`src/hdl/btint_pkg.sv`:
```
// shared constants and types for the border table interpolator
`timescale 1ns / 1ps

package btint_pkg;

	localparam int MAX_BORDERS_DEF = 64;
	localparam int VALUE_BITS_DEF  = 32;

	localparam int COUNT_W  = 7;
	localparam int ENTRY_W  = 6;
	localparam int SAMPLE_W = 32;
	localparam int STATUS_W = 2;
	localparam int PCT_W    = 23;
	localparam int BIT_W    = $clog2(PCT_W);

	// 100 * 2^16
	localparam logic [PCT_W-1:0] PERCENT_SCALE = PCT_W'(6553600);

	typedef enum logic [STATUS_W-1:0] {
		ST_OK    = 2'd0,
		ST_UNDER = 2'd1,
		ST_OVER  = 2'd2,
		ST_UNCFG = 2'd3
	} status_t;

	typedef enum logic [0:0] {
		CMD_QUERY = 1'b0,
		CMD_WRITE = 1'b1
	} command_t;

endpackage

```
`src/hdl/border_table_interpolator.sv`:
```
// top level: border table memory, bin search sequencer and result register
`timescale 1ns / 1ps
// writes: a write takes effect at its accepting edge and gives no result; an unconfigured
//   query goes straight to the result state, a configured one first scans the table and, when
//   in range, runs the ratio unit; the result waits there until the output register is free
// throughput: one item at a time, set by the linear scan through the single read port of
//   the table (one entry a cycle) and the 23-step bit-serial ratio unit
// reset: sequencer, output valid flag and border count register clear; table contents stay undefined

module border_table_interpolator import btint_pkg::*; #(
	parameter int MAX_BORDERS = MAX_BORDERS_DEF,
	parameter int VALUE_BITS  = VALUE_BITS_DEF
) (
	input  logic                clk,
	input  logic                arst_n,
	// item channel
	input  logic                in_valid,
	output logic                in_stall,
	input  logic                command,
	input  logic [ENTRY_W-1:0]  entry_index,
	input  logic [SAMPLE_W-1:0] sample_value,
	// result channel
	output logic                out_valid,
	input  logic                out_stall,
	output logic [STATUS_W-1:0] status,
	output logic [COUNT_W-1:0]  bin_index,
	output logic [PCT_W-1:0]    percent_q16,
	// configuration channel
	input  logic                cfg_valid,
	output logic                cfg_ready,
	input  logic [COUNT_W-1:0]  border_count
);

	localparam int AW = $clog2(MAX_BORDERS);
	localparam int NW = VALUE_BITS + COUNT_W;

	typedef enum logic [4:0] {
		S_IDLE = 5'b00001,
		S_SCAN = 5'b00010,
		S_MUL  = 5'b00100,
		S_DIV  = 5'b01000,
		S_DONE = 5'b10000
	} state_t;

	state_t state_q;

	// configuration register
	logic [COUNT_W-1:0] count_q;

	// query context
	logic [VALUE_BITS-1:0] v_q;
	logic [COUNT_W-1:0]    n_q;
	logic [COUNT_W-1:0]    nm1_q;
	logic [VALUE_BITS-1:0] prev_q;
	logic [VALUE_BITS-1:0] d_q;
	logic [VALUE_BITS-1:0] vml_q;
	logic [COUNT_W-1:0]    jm1_q;

	// pending result, waits here until the output register is free
	status_t            res_status_q;
	logic [COUNT_W-1:0] res_bin_q;
	logic [PCT_W-1:0]   res_pct_q;

	// output register
	logic               out_valid_q;
	status_t            status_q;
	logic [COUNT_W-1:0] bin_q;
	logic [PCT_W-1:0]   pct_q;

	// table memory and its read stage
	logic [VALUE_BITS-1:0] mem [MAX_BORDERS];
	logic [VALUE_BITS-1:0] rdata_s1;
	logic                  rd_vld_s1;
	logic [COUNT_W-1:0]    rd_j_s1;
	logic [COUNT_W-1:0]    addr_q;

	logic                  in_take;
	logic                  mem_we;
	logic                  rd_en;
	logic                  scan_hit;
	logic                  scan_ovf;
	logic                  out_free;
	logic [VALUE_BITS-1:0] v_in;
	logic [COUNT_W-1:0]    n_in;

	logic                  div_start;
	logic                  div_done;
	logic [NW-1:0]         div_num;
	logic [NW-1:0]         div_den;
	logic [PCT_W-1:0]      div_quot;

	// one item at a time: the sequencer only listens when idle
	assign in_stall  = (state_q != S_IDLE);
	assign in_take   = in_valid && !in_stall;
	assign cfg_ready = 1'b1;

	// sample taken modulo 2^VALUE_BITS
	assign v_in = VALUE_BITS'(sample_value);

	// count above the table depth uses the whole table
	assign n_in = (int'(count_q) > MAX_BORDERS) ? COUNT_W'(MAX_BORDERS) : count_q;

	// out of range writes are dropped
	assign mem_we = in_take && (command == CMD_WRITE) && (int'(entry_index) < MAX_BORDERS);

	// stream reads 0,1,2.. while scanning; compare lands in the cycle after the read
	assign rd_en    = (state_q == S_SCAN) && (addr_q < n_q);
	assign scan_hit = rd_vld_s1 && (v_q < rdata_s1);
	assign scan_ovf = rd_vld_s1 && !scan_hit && (rd_j_s1 == nm1_q);

	assign out_free = !out_valid_q || !out_stall;

	// numerator and denominator of the ratio, one narrow multiply each
	assign div_start = (state_q == S_MUL);
	assign div_num   = NW'(NW'(jm1_q) * NW'(d_q)) + NW'(vml_q);
	assign div_den   = NW'(NW'(nm1_q) * NW'(d_q));

	btint_div #(
		.VALUE_BITS (VALUE_BITS)
	) u_div (
		.clk    (clk),
		.arst_n (arst_n),
		.start  (div_start),
		.num    (div_num),
		.den    (div_den),
		.done   (div_done),
		.quot   (div_quot)
	);

	// border table, synchronous write and registered read
	always_ff @(posedge clk) begin
		if (mem_we) begin
			mem[AW'(entry_index)] <= v_in;
		end
		if (rd_en) begin
			rdata_s1 <= mem[AW'(addr_q)];
		end
	end

	// configuration transaction
	always_ff @(posedge clk or negedge arst_n) begin
		if (!arst_n) begin
			count_q <= '0;
		end else if (cfg_valid && cfg_ready) begin
			count_q <= border_count;
		end
	end

	// sequencer and read-stage control
	always_ff @(posedge clk or negedge arst_n) begin
		if (!arst_n) begin
			state_q   <= S_IDLE;
			rd_vld_s1 <= 1'b0;
			rd_j_s1   <= '0;
			addr_q    <= '0;
		end else begin
			rd_vld_s1 <= rd_en && !scan_hit && !scan_ovf;
			rd_j_s1   <= addr_q;
			if (rd_en) begin
				addr_q <= addr_q + 1'b1;
			end
			case (state_q)
				S_IDLE: begin
					addr_q <= '0;
					if (in_take && command == CMD_QUERY) begin
						state_q <= (n_in < COUNT_W'(3)) ? S_DONE : S_SCAN;
					end
				end
				S_SCAN: begin
					if (scan_hit) begin
						state_q <= (rd_j_s1 == '0) ? S_DONE : S_MUL;
					end else if (scan_ovf) begin
						state_q <= S_DONE;
					end
				end
				S_MUL: begin
					state_q <= S_DIV;
				end
				S_DIV: begin
					if (div_done) begin
						state_q <= S_DONE;
					end
				end
				S_DONE: begin
					if (out_free) begin
						state_q <= S_IDLE;
					end
				end
				default: begin
					state_q <= S_IDLE;
				end
			endcase
		end
	end

	// query context and pending result
	always_ff @(posedge clk) begin
		case (state_q)
			S_IDLE: begin
				v_q          <= v_in;
				n_q          <= n_in;
				nm1_q        <= n_in - 1'b1;
				res_status_q <= ST_UNCFG;
				res_bin_q    <= '0;
				res_pct_q    <= '0;
			end
			S_SCAN: begin
				if (scan_hit) begin
					res_bin_q <= rd_j_s1;
					if (rd_j_s1 == '0) begin
						res_status_q <= ST_UNDER;
					end else begin
						res_status_q <= ST_OK;
						// prev_q holds border[j-1], so d is positive and v minus border[j-1] is not negative
						d_q          <= rdata_s1 - prev_q;
						vml_q        <= v_q - prev_q;
						jm1_q        <= rd_j_s1 - 1'b1;
					end
				end else if (scan_ovf) begin
					res_status_q <= ST_OVER;
					res_bin_q    <= n_q;
				end else if (rd_vld_s1) begin
					prev_q <= rdata_s1;
				end
			end
			S_DIV: begin
				if (div_done) begin
					res_pct_q <= div_quot;
				end
			end
			default: begin
			end
		endcase
	end

	// output register, frees itself when the receiver takes the transaction
	always_ff @(posedge clk or negedge arst_n) begin
		if (!arst_n) begin
			out_valid_q <= 1'b0;
		end else if (state_q == S_DONE && out_free) begin
			out_valid_q <= 1'b1;
		end else if (!out_stall) begin
			out_valid_q <= 1'b0;
		end
	end

	always_ff @(posedge clk) begin
		if (state_q == S_DONE && out_free) begin
			status_q <= res_status_q;
			bin_q    <= res_bin_q;
			pct_q    <= res_pct_q;
		end
	end

	assign out_valid   = out_valid_q;
	assign status      = status_q;
	assign bin_index   = bin_q;
	assign percent_q16 = pct_q;

	// read data only ever comes back while scanning
	a_rd_in_scan: assert property (@(posedge clk) disable iff (!arst_n)
		rd_vld_s1 |-> state_q == S_SCAN)
		else $error("table read returned outside the scan");

	// the ratio unit answers only the query that started it
	a_div_owner: assert property (@(posedge clk) disable iff (!arst_n)
		div_done |-> state_q == S_DIV)
		else $error("ratio result with no query waiting for it");

	a_mul_to_div: assert property (@(posedge clk) disable iff (!arst_n)
		state_q == S_MUL |=> state_q == S_DIV)
		else $error("ratio unit start not followed by wait");

	// flagged results carry no percentage
	a_pct_zero: assert property (@(posedge clk) disable iff (!arst_n)
		out_valid_q && status_q != ST_OK |-> pct_q == '0)
		else $error("percentage on a flagged result");

	// an in-range bin always has a lower border
	a_ok_bin: assert property (@(posedge clk) disable iff (!arst_n)
		out_valid_q && status_q == ST_OK |-> bin_q != '0)
		else $error("in-range result in bin zero");

endmodule

```
`src/hdl/btint_div.sv`:
```
// bit-serial scaled ratio unit, floor(scale * num / den) for num < den
`timescale 1ns / 1ps

module btint_div import btint_pkg::*; #(
	parameter int VALUE_BITS = VALUE_BITS_DEF,
	localparam int NW = VALUE_BITS + COUNT_W
) (
	input  logic             clk,
	input  logic             arst_n,
	input  logic             start,
	input  logic [NW-1:0]    num,
	input  logic [NW-1:0]    den,
	output logic             done,
	output logic [PCT_W-1:0] quot
);

	logic             busy_q;
	logic             done_q;
	logic [BIT_W-1:0] bit_q;
	logic [NW-1:0]    num_q;
	logic [NW-1:0]    den_q;
	logic [NW-1:0]    rem_q;
	logic [PCT_W-1:0] quot_q;

	logic [NW+1:0]    sum;
	logic [NW+1:0]    den1;
	logic [NW+1:0]    den2;
	logic [NW-1:0]    rem_n;
	logic [1:0]       inc;

	// remainder stays below den, so one step subtracts at most twice
	always_comb begin
		den1 = (NW+2)'(den_q);
		den2 = {1'b0, den_q, 1'b0};
		sum  = {1'b0, rem_q, 1'b0} + (PERCENT_SCALE[bit_q] ? (NW+2)'(num_q) : '0);
		if (sum >= den2) begin
			rem_n = NW'(sum - den2);
			inc   = 2'd2;
		end else if (sum >= den1) begin
			rem_n = NW'(sum - den1);
			inc   = 2'd1;
		end else begin
			rem_n = NW'(sum);
			inc   = 2'd0;
		end
	end

	always_ff @(posedge clk or negedge arst_n) begin
		if (!arst_n) begin
			busy_q <= 1'b0;
			done_q <= 1'b0;
			bit_q  <= '0;
		end else begin
			done_q <= 1'b0;
			if (start) begin
				busy_q <= 1'b1;
				bit_q  <= BIT_W'(PCT_W - 1);
			end else if (busy_q) begin
				bit_q <= bit_q - 1'b1;
				if (bit_q == '0) begin
					busy_q <= 1'b0;
					done_q <= 1'b1;
				end
			end
		end
	end

	always_ff @(posedge clk) begin
		if (start) begin
			num_q  <= num;
			den_q  <= den;
			rem_q  <= '0;
			quot_q <= '0;
		end else if (busy_q) begin
			rem_q  <= rem_n;
			quot_q <= {quot_q[PCT_W-2:0], 1'b0} + PCT_W'(inc);
		end
	end

	assign done = done_q;
	assign quot = quot_q;

endmodule

```
`config.mk`:
```
export PLATFORM = sky130hd
export DESIGN_NAME = border_table_interpolator
export DESIGN_NICKNAME = d
export VERILOG_FILES = /design/src/hdl/btint_pkg.sv /design/src/hdl/border_table_interpolator.sv /design/src/hdl/btint_div.sv
export SDC_FILE = /design/constraint.sdc
export NUM_CORES = 2
export LEC_CHECK = 0
export ABC_AREA = 1
export BUFFER_PORTS_ARGS = -buffer_cell sky130_fd_sc_hd__buf_2
export CAP_MARGIN = 25
export CORE_MARGIN = 1.5
export CORE_UTILIZATION = 48
export DETAILED_ROUTE_END_ITERATION = 12
export PLACE_DENSITY = 0.61
export SLEW_MARGIN = 20
export SYNTH_ARGS = -nofsm -noshare
export SYNTH_HDL_FRONTEND = slang
export SYNTH_SLANG_ARGS = --single-unit
```
`constraint.sdc`:
```
create_clock -name clk -period 8.1 [get_ports clk]
set_input_delay 1.62 -clock clk [delete_from_list [all_inputs] [get_ports clk]]
set_output_delay 1.62 -clock clk [all_outputs]
set_load 0.05 [all_outputs]
```
==> impl_results.md <==
* Initial antenna violation count at between 50 and 60
* Site Rows at 184
* Outcome: finished clean
* Pre-CTS setup slack at around 0.95 ns
* Final Util at 53.7%
* Vias in the first global route at ~86000
* Max Fanout on Critical Path at 38
* Crit path DAT at ~8.0 ns
* CP peak stage delay at between 0.5 and 0.6 ns
* Fraction of layout cells with a size suffix above 1 at approximately 6.7%
* Setup Buffers After CTS at 0
* Pwr dens at ~350 nW/µm²
* Post-synth cell types at 67
* Dominant synthesized flop cell: edfxtp_1
* CP startpoint kind: flop
* Met2 wire len at between 150000 and 200000 µm
* CTS Hold Buffers Added at 0
* Post-synthesis cell area at ~120000 µm²
* Pin count of the biggest net entering global routing at roughly 180
* Post-synth EDFFs at about 2400
* Worst Hold Class: flop to flop
* Post-cts sizing count at 0
* DRC viols at 0
* Register area share after synthesis at ~60%
* Maximum clock insertion buffer count at 4
* Hold path endpoint: percent_q16[0]
* Ys Warns at 0
* Normalized max-slew margin at between 20% and 30%
* Post-DP HPWL at about 280000 µm
* WL per Instance at roughly 28 µm
* Setup TNS at 0 ns
* First-pass GRT wire length at ~600000 µm
* Die width at just over 500 µm
* CTS root buf: clkbuf_16
* Total Nets Final at 12000
* Final period util at around 89%
* Most common cell after layout, fill and taps aside: edfxtp_1
* DIE AREA at between 200000 and 300000 µm²
* CTS Sinks at 2468
* DR iter-0 viols at roughly 11000
* Worst setup margin at 0.903 ns
* Fmax at ~140 MHz
* CP Capture Type: flop
* Skew final at 0.0838 ns
* Hold depth at 0
* Post-Syn Instances at around 11000
* Routed vias/inst at ~6
* RSZ-0062 raised after global routing: false
* Yosys reg bits at between 2000 and 2500
* Worst EP required at about 8.9 ns
* GRT Util Overall at about a third
* Leak at just over 0.05 µW
* Overflow after GRT at 0
* Router iterations before antenna repair at 8
* Top Metal Used: met5
* Final worst path period need at slightly above 7 ns
* Min-delay src: res_pct_q[0]
* Buf/Inv on CP at 4
* H-tree depth at 5
* Synthesized net count at ~12000
* Peak supply drop at 0.000529 V
* Worst skew pair latency at roughly 0.96 ns
* DRT met1 WL at around 180000 µm
* R2r endpoint: u_div.quot[21]
* Clock transition at path regs at approximately 0.050 ns
* ANT nets after route at 0
* Inst Count DP at about 14000
* Most frequent cells in the layout: edfxtp_1, nand2_1, nor2_1, o21ai_0, inv_1
* Avg Cell Area, Syn at between 10 and 15 µm²
* Area Overhead vs Synth at 10.9%
* CTS tree: built
* TritonCTS buffer count at 282
* Vias at 89100
* Final cell count without fillers at ~15000
* R2r setup slk at about 0.9 ns
* Pins Over Slew Limit at 0
* Die height at around 510 µm
* Setup Crit Path Kind: flop to flop
* Slew @ Worst Pin at roughly 1.1 ns
* Synth async-reset ratio at between 1 and 1.5%
* Met3 WL at ~40000 µm
* Final hold vios at 0
* Slowest-stage cell, CP: o21ai_0
* I/O Buffers at 84
* Worst reg2reg path depth at 38
* Initial Util at between 40 and 50%
* Final WL at 417000 µm
* FF-to-FF Start: u_div.bit_q[0]
* Core box area at 252000 µm²
* Fin Hold WS at about 0.42 ns
* # IOs at 86
* Max-cap viol count at 0
* Final setup fails at 0
* Critical path's top delay family: simple AND/OR/NAND/NOR gates
* Final Wtd Congestion at about 1.1
* Cell mode on critical path: nand2_1
## state kept, by name (all words and copies together) (netlist names), 23 cells and up
name / cells
mem: 2048
u_div.den_q: 39
d_q: 32
rdata_s1: 32
u_div.num_q: 39
u_div.rem_q: 39
percent_q16: 23
prev_q: 32
res_pct_q: 23
v_q: 32
u_div.quot: 23
vml_q: 32
## synthesized netlist by cell type (all sizes together) (30+ instances only)
cell type  instances  area, µm²
edfxtp          2371      71200
nand3            448       2250
dfrtp             34        851
inv             1103       4140
o211ai            65        493
buf              103        533
o221ai           207       1810
nor2            1552       5870
ha               339       4240
o21bai            30        225
a31oi             35        219
clkbuf           453       1700
nand4             80        500
o21ai           1272       6370
fa               335       6710
nand2           1579       5960
a21oi            481       2420
xnor2             79        692
dfxtp             62       1240
nor3              54        285
o22ai            315       1970
xor2             152       1330
## worst register-to-register path: cells and delay by family (launching register included)
family                   cells  cell delay [ns]
XOR/XNOR                     1             0.15
flip-flops                   1             0.38
buffers and inverters        4             0.70
AND/OR/NAND/NOR             26             3.79
adder cells (fa/ha/maj)      4             1.21
AO/OA/AOI/OAI                3             0.89
## metal layers
layer / GRT usage (%) / up-vias
met5: 0 / -
met1: 45.6 / 44500
met2: 48.6 / 4315
met3: 6.52 / 744
li1: - / 39500
met4: 11.7 / 20
## logic make-up after synthesis
logic type	synth area share (%)
flip-flops	60.1
AND/OR/NAND/NOR	12.5
AO/OA/AOI/OAI	11.6
buffers and inverters	5.23
XOR/XNOR	1.66
adder cells (fa/ha/maj)	8.97
other	0.00307
## per-stage QoR
stage | instance area (µm²) | total power (µW)
after floorplan | 122000 | 28800
after global placement | 127000 | 35900
after detailed placement | 127000 | 36100
after CTS | 135000 | 48100
after global routing | 135000 | 50500
final | 135000 | 47900
## cell type report
type	count	area, µm²
fillers	21800	117000
flip-flops and latches	2468	73300
multi-input cells	7160	42900
clock buffers	343	7450
well taps	3348	4190
inverters	1106	4180
repair buffers	279	2280
clock inverters	125	985
diodes	17	42.5
## report_power, final
group	leakage [µW]	internal [µW]	total [µW]	switching, µW
Combinational	0.0247	6250	20400	14200
Clock	0.00412	6920	12000	5080
Sequential	0.0223	15100	15500	366
Total	0.0512	28300	47900	19600
## worst max path at each step
stage                         from             end  slack [ns]  cells past startpoint
finish              u_div.bit_q[0]  u_div.quot[21]        0.90                     38
global route        u_div.bit_q[0]  u_div.quot[21]        0.20                     38
CTS                 u_div.bit_q[0]  u_div.quot[21]        0.92                     38
detailed placement  u_div.bit_q[0]  u_div.quot[21]        0.95                     38
global placement    u_div.bit_q[0]  u_div.quot[21]        0.93                     40
floorplan               state_q[3]    res_pct_q[0]        1.14                      6
No activity file was read; power rests on OpenSTA's default activity.
